===== src/hdl/atpc_pkg.sv =====
// Shared types and constants of the averaged two-point pH calibration block.
package atpc_pkg;

   // Field widths of the stream items and the registers.
   localparam int SAMPLE_W   = 12;
   localparam int VOLT_W     = 12;
   localparam int PH_W       = 14;
   localparam int PHOUT_W    = 27;
   localparam int AVG_W      = 12;
   localparam int MV_W       = 12;
   localparam int CSR_IDX_W  = 2;
   localparam int CSR_DATA_W = 14;

   // Shared divider: dividend and quotient width, divisor width.
   localparam int DIV_W = 27;
   localparam int DSR_W = 12;

   // Width of the average scaled by the reference voltage.
   localparam int PROD_W = 24;

   // Full-scale converter code, used for sizing the running sum.
   localparam int ADC_MAX = 4095;

   // Scaling constants.
   localparam logic [MV_W-1:0]  VREF_MV  = 12'd3300;
   localparam logic [DSR_W-1:0] ADC_FULL = 12'd4095;

   // Register values after reset.
   localparam logic [VOLT_W-1:0] VOLT_ONE_RST = 12'd2054;
   localparam logic [PH_W-1:0]   PH_ONE_RST   = 14'd4000;
   localparam logic [VOLT_W-1:0] VOLT_TWO_RST = 12'd1542;
   localparam logic [PH_W-1:0]   PH_TWO_RST   = 14'd6860;

   // Register indexes of the configuration port.
   typedef enum logic [CSR_IDX_W-1:0] {
      REG_VOLT_ONE = 2'd0,
      REG_PH_ONE   = 2'd1,
      REG_VOLT_TWO = 2'd2,
      REG_PH_TWO   = 2'd3
   } csr_index_type;

   // Calibration point set.
   typedef struct packed {
      logic [VOLT_W-1:0] volt_one;
      logic [PH_W-1:0]   ph_one;
      logic [VOLT_W-1:0] volt_two;
      logic [PH_W-1:0]   ph_two;
   } cal_type;

   // Request to the shared divider.
   typedef struct packed {
      logic             start;
      logic [DIV_W-1:0] dividend;
      logic [DSR_W-1:0] divisor;
   } div_req_type;

   // Status and result of the shared divider.
   typedef struct packed {
      logic             busy;
      logic             done;
      logic [DIV_W-1:0] quotient;
   } div_rsp_type;

endpackage


===== src/hdl/atpc_acc.sv =====
// Front end: accepts samples and accumulates each block into one sum.
module atpc_acc #(
   parameter int SAMPLES = 16,
   parameter int SUM_W   = 20
) (
   input  logic                          clock,
   input  logic                          reset,
   input  logic                          in_valid,
   output logic                          in_ready,
   input  logic [atpc_pkg::SAMPLE_W-1:0] in_sample,
   input  logic                          queue_full,
   output logic                          push,
   output logic [SUM_W-1:0]              push_sum
);
   import atpc_pkg::*;

   localparam int CNT_W = (SAMPLES > 1) ? $clog2(SAMPLES) : 1;
   localparam logic [CNT_W-1:0] LAST_CNT = CNT_W'(SAMPLES - 1);

   logic [SUM_W-1:0] sum_ff, sum_in;
   logic [CNT_W-1:0] count_ff, count_in;
   logic             accept, last;

   // An item is only taken while the queue can hold a finished sum.
   assign in_ready = !queue_full;
   assign accept   = in_valid && in_ready;
   assign last     = (count_ff == LAST_CNT);

   // Next sum and count; the block closes on its last sample.
   always_comb begin
      sum_in   = sum_ff;
      count_in = count_ff;
      if (accept) begin
         if (last) begin
            sum_in   = '0;
            count_in = '0;
         end else begin
            sum_in   = sum_ff + SUM_W'(in_sample);
            count_in = count_ff + CNT_W'(1);
         end
      end
   end

   assign push     = accept && last;
   assign push_sum = sum_ff + SUM_W'(in_sample);

   // Accumulator registers.
   always_ff @(posedge clock) begin
      if (reset) begin
         sum_ff   <= '0;
         count_ff <= '0;
      end else begin
         sum_ff   <= sum_in;
         count_ff <= count_in;
      end
   end

`ifndef SYNTHESIS
   // A closed block must never be pushed into a full queue.
   a_no_push_when_full: assert property (@(posedge clock) disable iff (reset)
      push |-> !queue_full)
      else $error("sum pushed into a full queue");
`endif

endmodule


===== src/hdl/atpc_queue.sv =====
// Short queue of block sums between the front end and the back end.
module atpc_queue #(
   parameter int WIDTH = 20,
   parameter int DEPTH = 2
) (
   input  logic             clock,
   input  logic             reset,
   input  logic             push,
   input  logic [WIDTH-1:0] push_data,
   output logic             full,
   input  logic             pop,
   output logic             not_empty,
   output logic [WIDTH-1:0] head
);
   import atpc_pkg::*;

   localparam int PTR_W = (DEPTH > 1) ? $clog2(DEPTH) : 1;
   localparam int CNT_W = $clog2(DEPTH + 1);

   logic [WIDTH-1:0] slot_ff [DEPTH];
   logic [PTR_W-1:0] wr_ptr_ff, rd_ptr_ff;
   logic [CNT_W-1:0] count_ff;

   assign full      = (count_ff == CNT_W'(DEPTH));
   assign not_empty = (count_ff != '0);
   assign head      = slot_ff[rd_ptr_ff];

   // Storage slots.
   always_ff @(posedge clock) begin
      if (push) begin
         slot_ff[wr_ptr_ff] <= push_data;
      end
   end

   // Pointers and fill count.
   always_ff @(posedge clock) begin
      if (reset) begin
         wr_ptr_ff <= '0;
         rd_ptr_ff <= '0;
         count_ff  <= '0;
      end else begin
         if (push) begin
            wr_ptr_ff <= (wr_ptr_ff == PTR_W'(DEPTH - 1)) ? '0 : wr_ptr_ff + PTR_W'(1);
         end
         if (pop) begin
            rd_ptr_ff <= (rd_ptr_ff == PTR_W'(DEPTH - 1)) ? '0 : rd_ptr_ff + PTR_W'(1);
         end
         if (push && !pop) begin
            count_ff <= count_ff + CNT_W'(1);
         end else if (pop && !push) begin
            count_ff <= count_ff - CNT_W'(1);
         end
      end
   end

`ifndef SYNTHESIS
   // Popping an empty queue would hand the back end a stale sum.
   a_no_pop_when_empty: assert property (@(posedge clock) disable iff (reset)
      pop |-> not_empty)
      else $error("pop from an empty queue");
`endif

endmodule


===== src/hdl/atpc_div.sv =====
// Shared unsigned restoring divider, one quotient bit per cycle.
module atpc_div (
   input  logic                  clock,
   input  logic                  reset,
   input  atpc_pkg::div_req_type req,
   output atpc_pkg::div_rsp_type rsp
);
   import atpc_pkg::*;

   localparam int STEP_W = $clog2(DIV_W + 1);

   logic              busy_ff, done_ff;
   logic [STEP_W-1:0] step_ff;
   logic [DIV_W-1:0]  work_ff, work_in;
   logic [DSR_W-1:0]  rem_ff, rem_in, dsr_ff;
   logic [DSR_W:0]    trial;
   logic              fits;

   // One restoring step: bring down the next dividend bit and try a subtract.
   always_comb begin
      trial   = {rem_ff, work_ff[DIV_W-1]};
      fits    = (trial >= {1'b0, dsr_ff});
      rem_in  = fits ? DSR_W'(trial - {1'b0, dsr_ff}) : trial[DSR_W-1:0];
      work_in = {work_ff[DIV_W-2:0], fits};
   end

   // Iteration control; the quotient builds up in the dividend register.
   always_ff @(posedge clock) begin
      if (reset) begin
         busy_ff <= 1'b0;
         done_ff <= 1'b0;
         step_ff <= '0;
      end else begin
         // The last step of a division raises done for one cycle.
         done_ff <= busy_ff && !req.start && (step_ff == STEP_W'(DIV_W - 1));
         if (req.start) begin
            busy_ff <= 1'b1;
            step_ff <= '0;
            work_ff <= req.dividend;
            rem_ff  <= '0;
            dsr_ff  <= req.divisor;
         end else if (busy_ff) begin
            work_ff <= work_in;
            rem_ff  <= rem_in;
            step_ff <= step_ff + STEP_W'(1);
            if (step_ff == STEP_W'(DIV_W - 1)) begin
               busy_ff <= 1'b0;
            end
         end
      end
   end

   assign rsp.busy     = busy_ff;
   assign rsp.done     = done_ff;
   assign rsp.quotient = work_ff;

`ifndef SYNTHESIS
   // A new division must not start over one still in progress.
   a_no_start_when_busy: assert property (@(posedge clock) disable iff (reset)
      req.start |-> !busy_ff)
      else $error("divider restarted while busy");
`endif

endmodule


===== src/hdl/atpc_calc.sv =====
// Back end: turns a block sum into mean, millivolts and calibrated pH.
module atpc_calc #(
   parameter int SAMPLES = 16,
   parameter int SUM_W   = 20
) (
   input  logic                            clock,
   input  logic                            reset,
   input  atpc_pkg::cal_type               cal,
   input  logic                            queue_not_empty,
   input  logic [SUM_W-1:0]                queue_head,
   output logic                            pop,
   output atpc_pkg::div_req_type           div_req,
   input  atpc_pkg::div_rsp_type           div_rsp,
   output logic                            out_valid,
   input  logic                            out_ready,
   output logic signed [atpc_pkg::PHOUT_W-1:0] out_ph,
   output logic [atpc_pkg::AVG_W-1:0]      out_avg,
   output logic [atpc_pkg::MV_W-1:0]       out_mv,
   output logic                            out_fault
);
   import atpc_pkg::*;

   localparam int NUM_W = VOLT_W + PH_W + 2;
   localparam int SUMPH_W = PHOUT_W + 2;
   localparam logic signed [SUMPH_W-1:0] PH_HI = SUMPH_W'(2**(PHOUT_W-1) - 1);
   localparam logic signed [SUMPH_W-1:0] PH_LO = -SUMPH_W'(2**(PHOUT_W-1));

   // Reciprocal of SAMPLES, exact for every sum of up to 256 full-scale samples.
   localparam int     AVG_SHIFT   = 28;
   localparam int     AVG_RCP_W   = AVG_SHIFT + 1;
   localparam longint AVG_RCP_VAL = ((longint'(1) << AVG_SHIFT) + longint'(SAMPLES) - 1)
                                    / longint'(SAMPLES);
   localparam logic [AVG_RCP_W-1:0] AVG_RCP = AVG_RCP_W'(AVG_RCP_VAL);
   localparam int     AVG_PROD_W  = SUM_W + AVG_RCP_W;

   // Reciprocal of the full-scale code, exact for every scaled mean.
   localparam int     MV_SHIFT    = 36;
   localparam int     MV_RCP_W    = MV_SHIFT - DSR_W + 1;
   localparam longint MV_RCP_VAL  = ((longint'(1) << MV_SHIFT) + longint'(ADC_FULL) - 1)
                                    / longint'(ADC_FULL);
   localparam logic [MV_RCP_W-1:0] MV_RCP = MV_RCP_W'(MV_RCP_VAL);
   localparam int     MV_PROD_W   = PROD_W + MV_RCP_W;

   typedef enum logic [2:0] {
      S_IDLE,
      S_AVG_DIV,
      S_MV_MUL,
      S_MV_DIV,
      S_PH_MUL,
      S_PH_DIV,
      S_OUT
   } state_type;

   state_type              state_ff;
   logic [SUM_W-1:0]       sum_ff;
   logic [AVG_W-1:0]       avg_ff;
   logic [MV_W-1:0]        mv_ff;
   logic [PROD_W-1:0]      prod_ff;
   logic [DIV_W-1:0]       mag_ff;
   logic [DSR_W-1:0]       dvmag_ff;
   logic                   neg_ff;
   logic                   fault_ff;
   logic signed [PHOUT_W-1:0] ph_ff;
   logic                   out_valid_ff;
   logic                   ph_start_ff;

   logic [AVG_PROD_W-1:0]    avg_prod;
   logic [MV_PROD_W-1:0]     mv_prod;
   logic signed [VOLT_W:0]   dvolt, dv;
   logic signed [PH_W:0]     dph;
   logic signed [NUM_W-1:0]  num;
   logic [NUM_W-1:0]         num_mag;
   logic [VOLT_W:0]          dv_mag;
   logic signed [DIV_W:0]    q_signed;
   logic signed [SUMPH_W-1:0] ph_sum;
   logic signed [PHOUT_W-1:0] ph_sat;
   logic                     out_free;

   assign out_free = !out_valid_ff || out_ready;
   assign pop      = (state_ff == S_IDLE) && queue_not_empty;

   // Divider request for the interpolation slope.
   always_comb begin
      div_req = '0;
      if (ph_start_ff) begin
         div_req.start    = 1'b1;
         div_req.dividend = mag_ff;
         div_req.divisor  = dvmag_ff;
      end
   end

   // Constant divisions done as multiplication by a rounded-up reciprocal.
   assign avg_prod = AVG_PROD_W'(sum_ff) * AVG_PROD_W'(AVG_RCP);
   assign mv_prod  = MV_PROD_W'(prod_ff) * MV_PROD_W'(MV_RCP);

   // Interpolation terms: voltage offset times pH span over voltage span.
   always_comb begin
      dvolt   = $signed({1'b0, mv_ff}) - $signed({1'b0, cal.volt_one});
      dph     = $signed({1'b0, cal.ph_two}) - $signed({1'b0, cal.ph_one});
      dv      = $signed({1'b0, cal.volt_two}) - $signed({1'b0, cal.volt_one});
      num     = NUM_W'(dvolt) * NUM_W'(dph);
      num_mag = num[NUM_W-1] ? NUM_W'(-num) : NUM_W'(num);
      dv_mag  = dv[VOLT_W] ? (VOLT_W+1)'(-dv) : (VOLT_W+1)'(dv);
   end

   // Signed quotient added to the first buffer's pH, clipped to the output range.
   always_comb begin
      q_signed = neg_ff ? -$signed({1'b0, div_rsp.quotient})
                        : $signed({1'b0, div_rsp.quotient});
      ph_sum   = $signed({{(SUMPH_W-PH_W){1'b0}}, cal.ph_one})
               + SUMPH_W'(q_signed);
      if (ph_sum > PH_HI) begin
         ph_sat = PHOUT_W'(PH_HI);
      end else if (ph_sum < PH_LO) begin
         ph_sat = PHOUT_W'(PH_LO);
      end else begin
         ph_sat = PHOUT_W'(ph_sum);
      end
   end

   // Sequencer with the result register.
   always_ff @(posedge clock) begin
      if (reset) begin
         state_ff     <= S_IDLE;
         out_valid_ff <= 1'b0;
         ph_start_ff  <= 1'b0;
      end else begin
         out_valid_ff <= (out_valid_ff && !out_ready) || (state_ff == S_OUT && out_free);
         ph_start_ff  <= (state_ff == S_PH_MUL) && (dv != '0);
         unique case (state_ff)
            S_IDLE: begin
               if (queue_not_empty) begin
                  sum_ff   <= queue_head;
                  state_ff <= S_AVG_DIV;
               end
            end
            S_AVG_DIV: begin
               avg_ff   <= avg_prod[AVG_SHIFT +: AVG_W];
               state_ff <= S_MV_MUL;
            end
            S_MV_MUL: begin
               prod_ff  <= PROD_W'(avg_ff) * PROD_W'(VREF_MV);
               state_ff <= S_MV_DIV;
            end
            S_MV_DIV: begin
               mv_ff    <= mv_prod[MV_SHIFT +: MV_W];
               state_ff <= S_PH_MUL;
            end
            S_PH_MUL: begin
               if (dv == '0) begin
                  fault_ff <= 1'b1;
                  ph_ff    <= PHOUT_W'(cal.ph_one);
                  state_ff <= S_OUT;
               end else begin
                  fault_ff <= 1'b0;
                  mag_ff   <= num_mag[DIV_W-1:0];
                  dvmag_ff <= dv_mag[DSR_W-1:0];
                  neg_ff   <= num[NUM_W-1] ^ dv[VOLT_W];
                  state_ff <= S_PH_DIV;
               end
            end
            S_PH_DIV: begin
               if (div_rsp.done) begin
                  ph_ff    <= ph_sat;
                  state_ff <= S_OUT;
               end
            end
            S_OUT: begin
               if (out_free) begin
                  out_ph    <= ph_ff;
                  out_avg   <= avg_ff;
                  out_mv    <= mv_ff;
                  out_fault <= fault_ff;
                  state_ff  <= S_IDLE;
               end
            end
            default: begin
               state_ff <= S_IDLE;
            end
         endcase
      end
   end

   assign out_valid = out_valid_ff;

`ifndef SYNTHESIS
   // The divider only finishes while the sequencer waits on it.
   a_done_in_wait_state: assert property (@(posedge clock) disable iff (reset)
      div_rsp.done |-> (state_ff == S_PH_DIV))
      else $error("divider result arrived outside a wait state");

   // A sum is only taken from the queue while the divider is free.
   a_pop_divider_free: assert property (@(posedge clock) disable iff (reset)
      pop |-> !div_rsp.busy)
      else $error("new block started while the divider is busy");

   // A result is loaded only when the output register is free or being emptied.
   a_load_when_free: assert property (@(posedge clock) disable iff (reset)
      (state_ff == S_OUT && out_valid_ff && !out_ready) |=> $stable(out_ph))
      else $error("pending result overwritten");
`endif

endmodule


===== src/hdl/averaged_two_point_ph_calibration.sv =====
// Top level of the averaged two-point pH calibration block.
//
// Samples enter on the req_ stream at up to one item per clock while the internal queue of
// block sums has room. Every SAMPLES items the block sum is queued and a back end works
// out the truncated mean, the mean in millivolts (mean*3300/4095) and pH times 1000 by
// two-point interpolation between the calibration points in the csr_ registers, with the
// slope division truncated toward zero. Equal calibration voltages set the fault flag on
// rsp_tuser and report the first buffer's pH. The mean and the millivolt scaling are
// reciprocal multiplications; the slope division runs on a 27-step divider at one quotient
// bit per cycle. The back end works on one block sum at a time, and the two-entry queue
// and the result register let the front end keep taking items meanwhile.
// Calibration registers should be written only while no block is in progress.
module averaged_two_point_ph_calibration #(
   parameter int SAMPLES = 16
) (
   input  logic                            clock,
   input  logic                            reset,
   // Configuration write port.
   input  logic                            csr_we,
   input  logic [atpc_pkg::CSR_IDX_W-1:0]  csr_index,
   input  logic [atpc_pkg::CSR_DATA_W-1:0] csr_wdata,
   // Sample stream.
   input  logic                            req_tvalid,
   output logic                            req_tready,
   input  logic [15:0]                     req_tdata,  // adc_sample[11:0], zero fill
   // Result stream.
   output logic                            rsp_tvalid,
   input  logic                            rsp_tready,
   output logic [55:0]                     rsp_tdata,  // ph_milli, average_count,
                                                       // millivolts, zero fill
   output logic                            rsp_tuser   // cal_fault
);
   import atpc_pkg::*;

   localparam int SUM_W = $clog2(SAMPLES * ADC_MAX + 1);
   localparam int QUEUE_DEPTH = 2;

   cal_type          cal_ff;
   logic             push, queue_full, queue_not_empty, pop;
   logic [SUM_W-1:0] push_sum, queue_head;
   div_req_type      div_req;
   div_rsp_type      div_rsp;
   logic signed [PHOUT_W-1:0] ph;
   logic [AVG_W-1:0] avg;
   logic [MV_W-1:0]  mv;
   logic             fault;

   // Calibration registers.
   always_ff @(posedge clock) begin
      if (reset) begin
         cal_ff.volt_one <= VOLT_ONE_RST;
         cal_ff.ph_one   <= PH_ONE_RST;
         cal_ff.volt_two <= VOLT_TWO_RST;
         cal_ff.ph_two   <= PH_TWO_RST;
      end else if (csr_we) begin
         unique case (csr_index_type'(csr_index))
            REG_VOLT_ONE: cal_ff.volt_one <= csr_wdata[VOLT_W-1:0];
            REG_PH_ONE:   cal_ff.ph_one   <= csr_wdata[PH_W-1:0];
            REG_VOLT_TWO: cal_ff.volt_two <= csr_wdata[VOLT_W-1:0];
            REG_PH_TWO:   cal_ff.ph_two   <= csr_wdata[PH_W-1:0];
            default: ;
         endcase
      end
   end

   // Front end: block accumulation.
   atpc_acc #(
      .SAMPLES (SAMPLES),
      .SUM_W   (SUM_W)
   ) u_acc (
      .clock      (clock),
      .reset      (reset),
      .in_valid   (req_tvalid),
      .in_ready   (req_tready),
      .in_sample  (req_tdata[SAMPLE_W-1:0]),
      .queue_full (queue_full),
      .push       (push),
      .push_sum   (push_sum)
   );

   // Queue of finished block sums.
   atpc_queue #(
      .WIDTH (SUM_W),
      .DEPTH (QUEUE_DEPTH)
   ) u_queue (
      .clock     (clock),
      .reset     (reset),
      .push      (push),
      .push_data (push_sum),
      .full      (queue_full),
      .pop       (pop),
      .not_empty (queue_not_empty),
      .head      (queue_head)
   );

   // Shared divider.
   atpc_div u_div (
      .clock (clock),
      .reset (reset),
      .req   (div_req),
      .rsp   (div_rsp)
   );

   // Back end: scaling and interpolation.
   atpc_calc #(
      .SAMPLES (SAMPLES),
      .SUM_W   (SUM_W)
   ) u_calc (
      .clock           (clock),
      .reset           (reset),
      .cal             (cal_ff),
      .queue_not_empty (queue_not_empty),
      .queue_head      (queue_head),
      .pop             (pop),
      .div_req         (div_req),
      .div_rsp         (div_rsp),
      .out_valid       (rsp_tvalid),
      .out_ready       (rsp_tready),
      .out_ph          (ph),
      .out_avg         (avg),
      .out_mv          (mv),
      .out_fault       (fault)
   );

   assign rsp_tdata = {5'b0, mv, avg, ph};
   assign rsp_tuser = fault;

endmodule


===== config.mk =====
export PLATFORM = sky130hd
export DESIGN_NAME = averaged_two_point_ph_calibration
export DESIGN_NICKNAME = d
export VERILOG_FILES = /design/src/hdl/atpc_pkg.sv /design/src/hdl/atpc_acc.sv /design/src/hdl/atpc_queue.sv /design/src/hdl/atpc_div.sv /design/src/hdl/atpc_calc.sv /design/src/hdl/averaged_two_point_ph_calibration.sv
export SDC_FILE = /design/constraint.sdc
export NUM_CORES = 1
export LEC_CHECK = 0
export BUFFER_PORTS_ARGS = -buffer_cell sky130_fd_sc_hd__buf_2
export CAP_MARGIN = 20
export CELL_PAD_IN_SITES_DETAIL_PLACEMENT = 0
export CELL_PAD_IN_SITES_GLOBAL_PLACEMENT = 1
export CORE_ASPECT_RATIO = 0.8
export CORE_MARGIN = 2
export CORE_UTILIZATION = 49
export DETAILED_ROUTE_END_ITERATION = 7
export PLACE_DENSITY = 0.91
export SYNTH_ARGS = -nofsm -noshare
export SYNTH_HDL_FRONTEND = slang
export SYNTH_SLANG_ARGS = --single-unit

===== constraint.sdc =====
create_clock -name clock -period 15.5 [get_ports clock]
set_input_delay 2.325 -clock clock [delete_from_list [all_inputs] [get_ports clock]]
set_output_delay 2.325 -clock clock [all_outputs]
set_load 0.05 [all_outputs]

==> flow_summary_export.csv, run 1 <==
group,metric,value,unit
cts,cts_max_level,2,
timing,worst-slew-pin-transition,1.05,ns
detailed_routing,via_per_inst,5.54,
yosys,seq_area_frac_synth,33.3,%
flow_run,maxCapViolCount,0,
detailed_routing,drtPass1Iterations,6,
timing,slew_viol_final,0,
critical_path,critPathRequiredTime,15.81,ns
hold_path,hp-class,"register to register",
floorplan,die_area,59200,um2
detailed_routing,route.vias.total,19999,
yosys,ys_warn_count,0,
floorplan,core_area,56700,um2
finish,area_delta_synth_final,9.35,%
placed_design,gp_congestion,0.908,
timing,fmax,0.0964,GHz
finish,stdcell_area,30700,um2
global_routing,grt_pass1_wl,104000,um
yosys,synthDistinctLibCells,85,
yosys,netlist_area,28100,um2
placed_design,placed_area,29400,um2
floorplan,pin_count,96,
timing,fin_skew,0.0296,ns
yosys,ys.flop_type,"edfxtp_1",
cts,cts_made_buffers,37,
timing,fin_tns_setup,0,ns
placed_design,io_buffer_count,86,
cts,cts-root-buf,"clkbuf_16",
floorplan,die_y,218,um
detailed_routing,ant_nets,0,
yosys,synth_edf_count,253,
global_routing,grt_max_degree,62,
yosys,synth_area_per_cell,10.2,um2
cts,hold_buffers,0,
critical_path,cpMaxStageDelayCell,"fa_1",
critical_path,critPathMostFrequentCell,"fa_1",
global_routing,grt_usage,21.6,%
critical_path,end_kind,"register",
timing,finalHoldViolCount,0,
floorplan,rows,78,
cts,clk_pin_slew,0.06,ns
global_routing,grt_pass1_vias,20016,
yosys,ys_ff_latch,341,
placed_design,hpwl,50000,um
timing,rsz0062_at_grt,"no",
cts,post_cts_buffers,0,
cts,ctsLongestPathBuffers,3,
global_routing,antenna_found_initial,1,
cts,cts_resized,0,
timing,maxSlewHeadroom,29.9,%
timing,period_needed,10.37,ns
floorplan,die_x,272,um
cts,clk_latency,0.58,ns
critical_path,critPathLaunchType,"register",
critical_path,critical_path_class,"register to register",
finish,final_nets,3393,
outcome,status,"finished, final reports clean",
floorplan,initial_core_util,49.5,%
detailed_routing,avgRoutedWirePerCell,17.4,um
finish,drive_above_1_share,8.94,%
critical_path,ff2ff_setup_slack,5.13,ns
cts,cts.sinks,341,
timing,period_share,66.9,%
timing,finalSetupViolations,0,
yosys,async_reset_ff_share,0,%
detailed_routing,wl,63000,um
detailed_routing,drt_iter0_drc,1499,
yosys,syn_inst,2749,
finish,insertedDiodeCount,0,
cts,cts_tree,"done",
critical_path,slowest_delay,1.02,ns
critical_path,critical_path_peak_fanout,28,
critical_path,crit_arrival,10.68,ns
detailed_routing,drcViolationCount,0,
global_routing,overflow,0,
-- kinds of logic (layout without fill, tap and decap cells) --
| kind of cell | Yosys count | count (layout) | share of synthesized area [%] |
|---|---|---|---|
| multiplexers | 38 | 38 | 1.52 |
| AND/OR/NAND/NOR | 776 | 776 | 13.3 |
| AO/OA/AOI/OAI | 421 | 421 | 9.83 |
| flip-flops | 341 | 341 | 33.3 |
| XOR/XNOR | 201 | 201 | 6.30 |
| buffers and inverters | 438 | 536 | 6.01 |
| other | 1 | 5 | 0.0134 |
| adder cells (fa/ha/maj) | 533 | 533 | 29.7 |
-- cell type report --
cell class	count	area (um2)
inverters	355	1330
multi-input cells	1974	17100
repair buffers	114	661
clock inverters	15	195
well taps	760	951
flip-flops and latches	341	9360
fillers	4889	26000
clock buffers	52	1100
-- metrics by stage --
stage	utilization, %	hold slack (ns)	std cells	setup slack, ns
6_report	54.1	0.392	3611	5.13
3_3_place_gp	51.8	0.400	3541	5.50
2_1_floorplan	-	0.400	2753	6.52
5_1_grt	54.1	0.414	3611	4.46
3_5_place_dp	51.8	0.405	3541	5.27
4_1_cts	54.1	0.390	3608	5.23
-- synthesized netlist by cell type, drive strengths merged (45+ instances only) --
| cell type | n | area [um2] |
|---|---|---|
| nand2 | 286 | 1070 |
| a21oi | 125 | 626 |
| edfxtp | 253 | 7600 |
| nor2 | 191 | 733 |
| dfxtp | 88 | 1760 |
| o21ai | 77 | 385 |
| fa | 221 | 4420 |
| xnor2 | 133 | 1170 |
| xor2 | 68 | 596 |
| inv | 354 | 1330 |
| clkbuf | 65 | 244 |
| ha | 312 | 3900 |
| and2 | 45 | 282 |
-- path summary, 6_finish.rpt --
| path | startpoint | endpoint | cells past startpoint |
|---|---|---|---|
| min | u_calc.sum_ff[7]$_DFFE_PP_ | u_calc.avg_ff[3]$_DFFE_PP_ | 0 |
| max reg2reg | cal_ff[26]$_SDFFE_PP0P_ | u_calc.mag_ff[23]$_DFFE_PP_ | 33 |
| min reg2reg | u_calc.sum_ff[7]$_DFFE_PP_ | u_calc.avg_ff[3]$_DFFE_PP_ | 0 |
| max | cal_ff[26]$_SDFFE_PP0P_ | u_calc.mag_ff[23]$_DFFE_PP_ | 33 |
-- cell usage in the layout (no fill, tap or decap), types with 22 or more instances in the layout --
cell type / count
clkbuf_16: 40
o31ai_1: 25
nor3_1: 31
buf_2: 86
a21oi_1: 124
xnor2_1: 132
xor2_1: 68
o21ai_0: 59
nand2_1: 286
inv_1: 353
nor2b_1: 22
nor2_1: 190
a22oi_1: 29
edfxtp_1: 253
nand2b_1: 40
ha_1: 312
fa_1: 221
nand3_1: 33
a21o_1: 24
and2_1: 44
buf_4: 27
dfxtp_1: 87
mux2_2: 36
-- layer usage --
layer  GRT usage [%]  share of wire, %
met1            31.1                47
met3            2.74               5.1
met4            5.11               2.0
met2            34.8                46
met5               0                 0
-- worst max-delay path, delay by kind of cell (launching register included) --
kind,cells,cell delay (ns)
compound gates,14,3.56
flops,1,0.39
fa+ha+maj,9,4.38
xor+xnor,2,0.31
simple gates,4,0.88
buf+inv,4,0.58
-- sequential cells by signal, indices dropped and copies added, names as in the netlist, 2 cells and up --
signal / count
u_calc.out_avg: 12
u_div.rem_ff: 12
u_queue.slot_ff: 24
u_div.step_ff: 5
u_calc.dvmag_ff: 12
u_calc.state_ff: 3
u_acc.count_ff: 4
u_div.work_ff: 27
cal_ff: 52
u_div.dsr_ff: 12
u_queue.count_ff: 2
u_calc.mag_ff: 27
u_calc.sum_ff: 12
u_calc.out_mv: 12
u_acc.sum_ff: 16
u_calc.mv_ff: 12
u_calc.out_ph: 27
u_calc.avg_ff: 12
u_calc.prod_ff: 22
u_calc.ph_ff: 27
Power of run 1 is not shown: default switching activity piles up to over one toggle a cycle in this logic, so the estimate is an artifact.
==> run 2: changes to the inputs <==
- ABC_AREA: not set -> 1
- PLACE_DENSITY: 0.91 -> 0.93
- clock period: 15.5 -> 10.3 ns (I/O delays scaled with it)
==> run 2 against run 1 <==
Compared with the run above: the flow now finishes with violations (design-rule violations); sequential share of layout area shrank 0.54 points; maximum frequency grew 14%; synthesized cell count grew 19%; core utilization shrank 0.55 points; first-iteration DRC count grew 26%; via count grew 9.1%; critical path type unchanged; critical endpoint is now u_calc.mag_ff[15]$_DFFE_PP_; highest routed layer unchanged.
==> flow_summary_export.csv, run 2 <==
group,metric,value,unit
placed_design,gp_congestion,0.912,
yosys,yosysMostFrequentCell,"nand2_1",
critical_path,critPathMostFrequentCell,"inv_1",
critical_path,cp-endpoint,"u_calc.mag_ff[15]$_DFFE_PP_",
critical_path,critPathLaunchType,"register",
finish,final_cell_mix,"nand2_1, inv_1, ha_1",
yosys,ys_warn_count,0,
critical_path,critical_path_peak_fanout,21,
cts,clk_latency,0.59,ns
timing,period_needed,9.14,ns
detailed_routing,drtPass1Iterations,7,
detailed_routing,via_per_inst,5.25,
floorplan,die_area,61100,um2
global_routing,grt_pass1_vias,20930,
timing,slew_viol_final,0,
critical_path,r2r-end,"u_calc.mag_ff[15]$_DFFE_PP_",
placed_design,hpwl,54900,um
finish,final_nets,3928,
yosys,ys_ff_latch,341,
yosys,netlist_area,29000,um2
yosys,seq_area_frac_synth,32.3,%
finish,largest_register_ffs,52,
yosys,ys.flop_type,"edfxtp_1",
floorplan,core_area,58300,um2
yosys,synth_common_cells,"nand2_1, inv_1, ha_1, nor2_1, edfxtp_1",
finish,area_delta_synth_final,7.94,%
detailed_routing,route.vias.total,21827,
detailed_routing,drt_iter0_drc,1884,
critical_path,end_kind,"register",
detailed_routing,drcViolationCount,4,
timing,fin_tns_setup,0,ns
cts,hold_buffers,0,
floorplan,pin_count,96,
cts,ctsLongestPathBuffers,3,
yosys,yosysTopAreaCell,"edfxtp_1",
global_routing,grt_usage,22.9,%
cts,cts.sinks,341,
yosys,syn_inst,3274,
global_routing,grt_max_degree,68,
yosys,synth_top_area_share,26.2,%
critical_path,rr_worst_depth,37,
critical_path,crit_start,"cal_ff[26]$_SDFFE_PP0P_",
critical_path,crit_arrival,9.49,ns
yosys,synth_area_per_cell,8.84,um2
critical_path,timing.rr.start,"cal_ff[26]$_SDFFE_PP0P_",
critical_path,ff2ff_setup_slack,1.16,ns
detailed_routing,avgRoutedWirePerCell,16.5,um
detailed_routing,ant_nets,0,
hold_path,worstHoldStart,"u_calc.ph_ff[0]$_DFFE_PP_",
timing,finalSetupViolations,0,
cts,cts-root-buf,"clkbuf_16",
global_routing,grt_pass1_wl,112000,um
placed_design,io_buffer_count,86,
timing,worst-slew-pin-transition,1.06,ns
floorplan,die_y,221,um
global_routing,overflow,0,
critical_path,slowest_delay,0.96,ns
floorplan,initial_core_util,49.6,%
cts,cts_made_buffers,31,
timing,rsz0062_at_grt,"no",
finish,stdcell_area,31300,um2
floorplan,die_x,276,um
cts,clk_pin_slew,0.07,ns
yosys,synth_edf_count,253,
yosys,async_reset_ff_share,0,%
timing,period_share,88.7,%
global_routing,antenna_found_initial,3,
detailed_routing,wl,68400,um
hold_path,hp-class,"register to register",
outcome,violations,"design-rule violations",
outcome,status,"complete, but fails checks",
cts,cts_resized,0,
yosys,ys_top_cells_by_area,"edfxtp_1, fa_1, ha_1",
critical_path,critPathRequiredTime,10.65,ns
timing,maxSlewHeadroom,29.7,%
timing,whs,0.405,ns
cts,post_cts_buffers,0,
yosys,synthDistinctLibCells,57,
timing,fin_skew,0.0266,ns
timing,fmax,0.109,GHz
finish,drive_above_1_share,7.66,%
placed_design,placed_area,30200,um2
critical_path,cpMaxStageDelayCell,"fa_1",
critical_path,critical_path_class,"register to register",
flow_run,maxCapViolCount,0,
cts,cts_tree,"done",
floorplan,rows,79,
timing,finalHoldViolCount,0,
cts,cts_max_level,1,
finish,final_common_cell,"nand2_1",
finish,regMostFlops,"cal_ff",
finish,fin_util,53.6,%
run 2: changes by cell type after synthesis, moves of 23 or more:
cell,before,now
xor2_1,68,110
a22oi_1,29,3
nand2_1,286,685
a21oi_1,125,178
nand3_1,33,93
inv_1,353,534
mux2_2,36,0
xnor2_1,132,51
nor2_1,190,266
nand2b_1,40,0
and2_1,45,4
o31ai_1,25,2
o21ai_0,59,153
run 2: routing by layer:
metal  part of all wire, %  global-route usage [%]
met1                    49                    36.4
met2                    42                    33.4
met3                   7.5                    3.24
met4                   1.6                    3.76
met5                     0                       0
run 2: worst min-delay path by stage:
stage / to / cells past startpoint
floorplan: u_calc.avg_ff[0]$_DFFE_PP_ / 0
global placement: u_calc.avg_ff[0]$_DFFE_PP_ / 0
detailed placement: u_calc.out_ph[18]$_DFFE_PP_ / 0
CTS: u_calc.out_ph[0]$_DFFE_PP_ / 0
global route: u_calc.out_ph[0]$_DFFE_PP_ / 0
finish: u_calc.out_ph[0]$_DFFE_PP_ / 0
run 2: cell type report:
class	count	area [um2]
Antenna cell	2	5.00
Clock buffer	38	822
Clock inverter	20	145
Fill cell	5231	27100
Inverter	557	2090
Multi-Input combinational cell	2317	17200
Sequential cell	341	9360
Tap cell	769	962
Timing Repair Buffer	110	618
run 2: critical path, delay by kind of cell (launching register included):
kind	cells	cell delay, ns
compound gates	7	1.41
buf+inv	9	1.08
xor+xnor	1	0.14
flops	1	0.40
simple gates	11	1.56
fa+ha+maj	9	4.31
run 2: metrics by stage:
step / cells / setup WS [ns]
after floorplan: 3278 / 2.46
after global placement: 4091 / 1.22
after detailed placement: 4091 / 1.21
after CTS: 4149 / 1.17
after global routing: 4154 / 0.464
final: 4154 / 1.16
run 2: kinds of logic after synthesis:
logic type,share of synthesized area [%]
buffers and inverters,8.24
XOR/XNOR,4.87
other,0.0130
AO/OA/AOI/OAI,8.19
flip-flops,32.3
adder cells (fa/ha/maj),28.8
AND/OR/NAND/NOR,17.6
Power of run 2 is left out for the same reason.
